--- src/sv/bvc_pkg.sv ---
// Shared constants and breakpoint tables for the battery capacity lookup.
`timescale 1ns / 1ps

package bvc_pkg;

  // Input and result widths
  localparam int unsigned VoltW = 13;
  localparam int unsigned PctW  = 7;

  // Breakpoint table: 13 points, highest voltage first
  localparam int unsigned NumPoints = 13;
  localparam int unsigned SegW      = 4;

  // Offset into a segment stays below the widest span (500 mV)
  localparam int unsigned DvW    = 9;
  // Percent span of a segment (at most 10)
  localparam int unsigned SpanW  = 4;
  // Offset times percent span stays below 500 * 5 = 2500
  localparam int unsigned ProdW  = 12;
  // Scale of the reciprocal used to divide by the voltage span
  localparam int unsigned RecipShift = 24;
  localparam int unsigned RecipW     = 20;
  localparam int unsigned MulW       = ProdW + RecipW;
  // Quotient never exceeds the percent span
  localparam int unsigned QuotW  = 4;

  localparam longint unsigned RecipOne = 64'd1 << RecipShift;

  localparam logic [VoltW-1:0] SocMv [NumPoints] = '{
    13'd4200, 13'd4080, 13'd4000, 13'd3930, 13'd3870, 13'd3820, 13'd3790,
    13'd3770, 13'd3730, 13'd3700, 13'd3680, 13'd3500, 13'd3000
  };

  localparam logic [PctW-1:0] SocPct [NumPoints] = '{
    7'd100, 7'd90, 7'd80, 7'd70, 7'd60, 7'd50, 7'd40,
    7'd30, 7'd20, 7'd15, 7'd10, 7'd5, 7'd0
  };

  // Percent span of the segment that ends at each breakpoint (top entry unused)
  localparam logic [SpanW-1:0] SpanPct [NumPoints] = '{
    4'd0, 4'd10, 4'd10, 4'd10, 4'd10, 4'd10, 4'd10,
    4'd10, 4'd10, 4'd5, 4'd5, 4'd5, 4'd5
  };

  // Rounded-up reciprocal of each segment's voltage span, scaled by 2^RecipShift;
  // exact for every dividend below 2^ProdW since span * 2^ProdW < 2^RecipShift
  localparam logic [RecipW-1:0] SpanRecip [NumPoints] = '{
    RecipW'(0),
    RecipW'((RecipOne + 120 - 1) / 120),
    RecipW'((RecipOne + 80 - 1) / 80),
    RecipW'((RecipOne + 70 - 1) / 70),
    RecipW'((RecipOne + 60 - 1) / 60),
    RecipW'((RecipOne + 50 - 1) / 50),
    RecipW'((RecipOne + 30 - 1) / 30),
    RecipW'((RecipOne + 20 - 1) / 20),
    RecipW'((RecipOne + 40 - 1) / 40),
    RecipW'((RecipOne + 30 - 1) / 30),
    RecipW'((RecipOne + 20 - 1) / 20),
    RecipW'((RecipOne + 180 - 1) / 180),
    RecipW'((RecipOne + 500 - 1) / 500)
  };

  localparam logic [PctW-1:0] PctFull  = 7'd100;
  localparam logic [PctW-1:0] PctEmpty = 7'd0;

endpackage

--- src/sv/battery_voltage_to_capacity.sv ---
// Pipelined battery voltage to state-of-charge lookup with linear interpolation.
//
// Usage:
//   Input channel: in_valid_i / in_stall_o carry voltage_mv_i (mV, unsigned).
//   Output channel: out_valid_o / out_stall_i carry capacity_pct_o (0..100 %).
//   A transaction moves at a rising edge where valid is high and stall is low.
// Pipeline: four register stages (segment select, span multiply, reciprocal
//   multiply, final add); a voltage accepted into the first stage passes
//   through the others in order and waits in the last until it leaves.
// Throughput: one transaction per cycle while the output is not stalled; each
//   stage is one register deep and advances whenever the stage after it is
//   empty or moving, so bubbles are squeezed out while the output is stalled.
// Stall: when out_stall_i holds a valid result, the result stays put and the
//   pipe keeps taking inputs until all four stages are full; only then is
//   in_stall_o raised. Nothing is dropped or repeated.
// Reset: rst_ni clears all valid bits; no result is presented after reset
//   until a new voltage is accepted. The payload registers are not reset.
`timescale 1ns / 1ps

module battery_voltage_to_capacity (
  input  logic                        clk_i,
  input  logic                        rst_ni,
  input  logic                        in_valid_i,
  output logic                        in_stall_o,
  input  logic [bvc_pkg::VoltW-1:0]   voltage_mv_i,
  output logic                        out_valid_o,
  input  logic                        out_stall_i,
  output logic [bvc_pkg::PctW-1:0]    capacity_pct_o
);

  // Stage registers
  logic                           s1_valid_q;
  logic [bvc_pkg::PctW-1:0]       s1_base_q;
  logic [bvc_pkg::SpanW-1:0]      s1_span_q;
  logic [bvc_pkg::RecipW-1:0]     s1_recip_q;
  logic [bvc_pkg::DvW-1:0]        s1_dv_q;

  logic                           s2_valid_q;
  logic [bvc_pkg::PctW-1:0]       s2_base_q;
  logic [bvc_pkg::RecipW-1:0]     s2_recip_q;
  logic [bvc_pkg::ProdW-1:0]      s2_prod_q;

  logic                           s3_valid_q;
  logic [bvc_pkg::PctW-1:0]       s3_base_q;
  logic [bvc_pkg::MulW-1:0]       s3_mul_q;

  logic                           out_valid_q;
  logic [bvc_pkg::PctW-1:0]       out_pct_q;

  // Stage inputs
  logic [bvc_pkg::PctW-1:0]       s1_base_d;
  logic [bvc_pkg::SpanW-1:0]      s1_span_d;
  logic [bvc_pkg::RecipW-1:0]     s1_recip_d;
  logic [bvc_pkg::DvW-1:0]        s1_dv_d;
  logic [bvc_pkg::ProdW-1:0]      s2_prod_d;
  logic [bvc_pkg::MulW-1:0]       s3_mul_d;
  logic [bvc_pkg::QuotW-1:0]      s3_quot;
  logic [bvc_pkg::PctW-1:0]       out_pct_d;

  // Segment search
  logic [bvc_pkg::SegW-1:0]       seg;
  logic                           seg_found;
  logic [bvc_pkg::VoltW-1:0]      seg_diff;

  // Per-stage advance enables
  logic en_out, en_s3, en_s2, en_s1;

  // Let each stage move when its successor is empty or moving
  assign en_out = !out_valid_q || !out_stall_i;
  assign en_s3  = !s3_valid_q || en_out;
  assign en_s2  = !s2_valid_q || en_s3;
  assign en_s1  = !s1_valid_q || en_s2;

  assign in_stall_o = !en_s1;

  // Find the first breakpoint at or below the input voltage
  always_comb begin
    seg       = '0;
    seg_found = 1'b0;
    for (int k = bvc_pkg::NumPoints - 1; k >= 0; k--) begin
      if (voltage_mv_i >= bvc_pkg::SocMv[k]) begin
        seg       = bvc_pkg::SegW'(k);
        seg_found = 1'b1;
      end
    end
  end

  // Pick base percent, spans and offset; saturate above the top and below the bottom
  always_comb begin
    seg_diff   = voltage_mv_i - bvc_pkg::SocMv[seg];
    s1_base_d  = bvc_pkg::PctEmpty;
    s1_span_d  = '0;
    s1_recip_d = '0;
    s1_dv_d    = '0;
    priority if (!seg_found) begin
      s1_base_d = bvc_pkg::PctEmpty;
    end else if (seg == '0) begin
      s1_base_d = bvc_pkg::PctFull;
    end else begin
      s1_base_d  = bvc_pkg::SocPct[seg];
      s1_span_d  = bvc_pkg::SpanPct[seg];
      s1_recip_d = bvc_pkg::SpanRecip[seg];
      s1_dv_d    = seg_diff[bvc_pkg::DvW-1:0];
    end
  end

  // Scale the offset by the percent span, then by the reciprocal of the voltage span
  assign s2_prod_d = bvc_pkg::ProdW'(s1_dv_q * s1_span_q);
  assign s3_mul_d  = bvc_pkg::MulW'(s2_prod_q) * bvc_pkg::MulW'(s2_recip_q);

  // Take the quotient and add it to the base percent
  assign s3_quot   = s3_mul_q[bvc_pkg::RecipShift +: bvc_pkg::QuotW];
  assign out_pct_d = s3_base_q + bvc_pkg::PctW'(s3_quot);

  // Advance valid bits
  always_ff @(posedge clk_i or negedge rst_ni) begin
    if (!rst_ni) begin
      s1_valid_q  <= 1'b0;
      s2_valid_q  <= 1'b0;
      s3_valid_q  <= 1'b0;
      out_valid_q <= 1'b0;
    end else begin
      if (en_s1)  s1_valid_q  <= in_valid_i;
      if (en_s2)  s2_valid_q  <= s1_valid_q;
      if (en_s3)  s3_valid_q  <= s2_valid_q;
      if (en_out) out_valid_q <= s3_valid_q;
    end
  end

  // Advance payload
  always_ff @(posedge clk_i) begin
    if (en_s1) begin
      s1_base_q  <= s1_base_d;
      s1_span_q  <= s1_span_d;
      s1_recip_q <= s1_recip_d;
      s1_dv_q    <= s1_dv_d;
    end
    if (en_s2) begin
      s2_base_q  <= s1_base_q;
      s2_recip_q <= s1_recip_q;
      s2_prod_q  <= s2_prod_d;
    end
    if (en_s3) begin
      s3_base_q <= s2_base_q;
      s3_mul_q  <= s3_mul_d;
    end
    if (en_out) begin
      out_pct_q <= out_pct_d;
    end
  end

  assign out_valid_o    = out_valid_q;
  assign capacity_pct_o = out_pct_q;

`ifndef SYNTHESIS
  // Result never exceeds full charge
  assert property (@(posedge clk_i) disable iff (!rst_ni)
    out_valid_o |-> (capacity_pct_o <= bvc_pkg::PctFull))
    else $error("capacity above 100 percent");

  // Input is held off only when every stage is full behind a stalled result
  assert property (@(posedge clk_i) disable iff (!rst_ni)
    in_stall_o |-> (out_valid_o && out_stall_i && s1_valid_q && s2_valid_q && s3_valid_q))
    else $error("input stalled with room in the pipe");

  // Saturated voltages carry no interpolation offset
  assert property (@(posedge clk_i) disable iff (!rst_ni)
    (s1_valid_q && (s1_span_q == '0)) |-> (s1_dv_q == '0))
    else $error("offset present on a saturated voltage");

  // Interpolated quotient stays below the widest percent span of 10
  assert property (@(posedge clk_i) disable iff (!rst_ni)
    s3_valid_q |-> (s3_quot < bvc_pkg::QuotW'(10)) || (s3_quot == '0))
    else $error("interpolation quotient out of range");
`endif

endmodule
--- config.mk ---
export PLATFORM = sky130hd
export DESIGN_NAME = battery_voltage_to_capacity
export DESIGN_NICKNAME = d
export VERILOG_FILES = /design/src/sv/bvc_pkg.sv /design/src/sv/battery_voltage_to_capacity.sv
export SDC_FILE = /design/constraint.sdc
export NUM_CORES = 1
export LEC_CHECK = 0
export ABC_AREA = 1
export ABC_CLOCK_PERIOD_IN_PS = 5600
export BUFFER_PORTS_ARGS = -buffer_cell sky130_fd_sc_hd__buf_2
export CORE_ASPECT_RATIO = 0.5
export CORE_MARGIN = 3
export CORE_UTILIZATION = 55
export DETAILED_ROUTE_END_ITERATION = 8
export GPL_TIMING_DRIVEN = 1
export PLACE_DENSITY = 0.71
export SLEW_MARGIN = 20
export SYNTH_ARGS = -nofsm -noshare
export SYNTH_HDL_FRONTEND = slang
export SYNTH_SLANG_ARGS = --single-unit
--- constraint.sdc ---
create_clock -name clk_i -period 5.6 [get_ports clk_i]
set_input_delay 1.68 -clock clk_i [delete_from_list [all_inputs] [get_ports clk_i]]
set_output_delay 1.68 -clock clk_i [all_outputs]
set_load 0.1 [all_outputs]
==> parameters.txt <==
Parameter                              Value

Synthesis
  Flip-flop and latch count after synthesis ... 99
  YS warnings ... 0
  Share of the synthesized area in the top cell type ... 31.0%
  Gate Count Post-Synth ... 1419
  Summed instance area of the synthesized netlist ... 12300 sq um
  Mapped Avg Cell Area ... 8.66 sq um
  Count of cell types in the netlist ... 49
  Sequential cell area fraction in the yosys report ... 24.0%
  Cell type contributing the most total cell area after synthesis ... sky130_fd_sc_hd__fa_1
  Net count after synthesis ... 1707
  Area contributors post-synth ... sky130_fd_sc_hd__fa_1 31%, sky130_fd_sc_hd__edfxtp_1 23%, sky130_fd_sc_hd__inv_1 11%

Detailed routing
  Number of iterations in the first detailed-routing pass ... 5
  Detailed Route WL ... between 20000 and 30000 um
  Vias per cell ... 5.20
  Remaining number of nets flagged by the antenna check after routing ... 0
  Vias after detailed routing ... 9093
  Post-route DRC ... 0
  Routed wirelength normalized by instance count ... between 15 and 20 um
  Drt initial violations ... 712

Timing
  Share of the clock period used by the worst path ... 94.3%
  Achievable clock frequency ... 0.189 GHz
  Setup repair after global routing missed its margin ... false
  Max transition margin ... 52.9%
  Least-Margin Pin Slew ... 707 ps
  Final clock skew ... approximately 8.6 ps
  Hold Vio Cnt, Final ... 0
  Final number of max-transition violations ... 0
  Minimum clock period after layout ... between 5000 and 6000 ps
  Final number of setup-violating endpoints ... 0
  Setup Total Neg Slack ... 0 ps

Critical path
  Worst Path Max Fanout ... 12
  Kind of cell adding the most delay to the critical path ... adder cells
  Buffer and inverter count on the worst path ... 4
  Critical Path AT ... ~5400 ps
  Crit-path most repeated cell ... sky130_fd_sc_hd__fa_1
  Startpoint type of the worst setup path ... flop
  Crit. End Element ... flop
  Data required time of the critical path ... 5690 ps
  Critical Path, Cell by Cell ... nand2_1 -> fa_1 -> inv_1 -> fa_1 -> fa_1 -> fa_1 -> inv_1 -> fa_1 -> inv_1 -> ha_1 -> nand2_1 -> nor2_1 -> inv_1 -> nor4_1 -> o21ai_1 -> nand2_1 -> xor2_1
  Critical path class ... flop to flop
  Slowest-stage cell, CP ... sky130_fd_sc_hd__edfxtp_1
  Max incr delay on CP ... about 740 ps

Job
  Number of max-cap violations ... 0

Clock network
  Clock-pin slew of the registers on the worst-case setup and hold paths ... 70 ps
  Clock tree from TritonCTS ... built
  H-Tree Level Count ... 3
  Number of buffers inserted during clock tree synthesis ... 9
  Insertion delay to the later sink of the worst-skew pair ... around 340 ps
  Longest Clk Path Bufs ... 2
  CTS sink count ... 99
  CTS root buf ... sky130_fd_sc_hd__clkbuf_16
  Number of buffers inserted by hold repair at cts ... 0

Place
  Dpl hpwl ... around 22000 um
  Gpl congestion ... 0.930
  Port Buf Inserts ... 25

Finish
  Layout net count ... 1741
  Diode insertion count for antenna repair ... 0
  Fill cells ... 1829
  Proportion of layout cells with a drive suffix above 1 ... ~8.2%
  Area growth from synthesis to layout ... 8.00%
  Register area ... roughly 3000 sq um
  Multi-input combinational cell area ... around 7700 sq um
  Highest-count cells in the layout ignoring fill and taps ... 369 x sky130_fd_sc_hd__nand2_1, 369 x sky130_fd_sc_hd__inv_1, 190 x sky130_fd_sc_hd__fa_1

Floorplanning
  Placement row count ... 37
  Die ar. ... 24300 sq um
  Initial Utilization ... 57.8%
  Die H ... 112 um
  Io pins ... 26
  Core region area ... 21200 sq um
  Chip width ... 217 um

GRT
  Pin count of the biggest net entering global routing ... 41
  Global route total overflow ... 0
  Total Routing Usage GR ... 23.7%
  First-pass GRT wire length ... 45900 um
  Via count of the first global-routing pass ... 9369
  Number of antenna violations at the first check in global routing ... 0

Hold path
  Class of the tightest hold or removal check ... flop to flop

Status
  Status ... complete, no violations
[cells by family after synthesis]
group | count (synthesis) | share of synthesized area (%)
DFF | 99 | 24.0
AOI/OAI and AO/OA | 105 | 4.77
buffers and inverters | 424 | 13.1
and+or+nand+nor | 492 | 16.9
adders and majority gates | 271 | 39.2
xor gates and xnor gates | 28 | 2.00
[area by class of cell]
type | instances | area share [%]
multi-input combinational | 896 | 58.3
sequential | 99 | 22.2
inverter | 376 | 10.7
timing repair buffer | 71 | 3.83
tap | 292 | 2.75
clock buffer | 10 | 1.80
clock inverter | 6 | 0.424
[repair_timing]
item	in CTS	in global routing
buffers inserted	0	16
resized for setup	0	2
endpoints found under the setup margin	0	1
hold endpoints to repair	0	0
[worst register-to-register path, delay by kind of cell, from the launching register on]
kind | cells | cell delay [ps]
and+or+nand+nor | 5 | 800
adders and majority gates | 6 | 3040
xor gates and xnor gates | 1 | 70
DFF | 1 | 740
buffers and inverters | 4 | 220
AOI/OAI and AO/OA | 1 | 150
[stage by stage]
step / instance area, sq um / instances / hold WS, ps / util, % / setup slack, ps
final: 13300 / 1750 / 414 / 62.5 / 320
after global routing: 13300 / 1750 / 424 / 62.5 / 39.9
after global placement: 12800 / 1718 / 402 / 60.4 / 234
after floorplan: 12300 / 1419 / 400 / - / 94.7
after detailed placement: 12800 / 1718 / 405 / 60.4 / 197
after CTS: 13100 / 1734 / 417 / 61.8 / 166
[per-layer routing]
layer / part of all wire [%] / GRT usage (%) / vias up
met3: 5.8 / 3.19 / 62
met5: 0 / 0 / -
met4: 3.2 / 7.64 / 0
met1: 44 / 32.5 / 4433
li1: - / - / 4293
met2: 48 / 39.5 / 305
[synthesized netlist by cell type (all sizes together)]
master,count
nand2,380
inv,375
fa,190
edfxtp,95
ha,81
nor2,51
a21oi,46
clkbuf,43
o21ai,39
nand3,35
xor2,16
xnor2,12
nand4,7
nor3,7
buf,5
nor4,5
dfrtp,4
o21a,4
nand3b,3
o211ai,3
or2,3
a211oi,2
a21o,2
a31oi,2
o31ai,2
a211o,1
a41o,1
clkinv,1
nor3b,1
o21bai,1
o221ai,1
o41ai,1
[sequential cells by signal, summed over array words and instances, names as in the netlist, 2 cells and up]
register	count
s1_recip_q	20
s2_recip_q	20
s2_prod_q	12
s1_dv_q	9
capacity_pct_o	7
s1_base_q	7
s2_base_q	7
s3_base_q	7
s3_mul_q	4
s1_span_q	2
[final timing paths]
check,from,end,slack (ps),cells past startpoint
worst max-delay path,s2_recip_q[8]$_DFFE_PP_,s3_mul_q[27]$_DFFE_PP_,320,17
worst min-delay path,s2_base_q[1]$_DFFE_PP_,s3_base_q[1]$_DFFE_PP_,410,0
worst max register to register,s2_recip_q[8]$_DFFE_PP_,s3_mul_q[27]$_DFFE_PP_,320,17
worst min register to register,s2_base_q[1]$_DFFE_PP_,s3_base_q[1]$_DFFE_PP_,410,0
max in group asynchronous,rst_ni,out_valid_o$_DFFE_PN0P_,4360,1
min in group asynchronous,rst_ni,s1_valid_q$_DFFE_PN0N_,1120,1
Power is not shown: default switching activity piles up to over one toggle a cycle in this logic, so the estimate is an artifact.
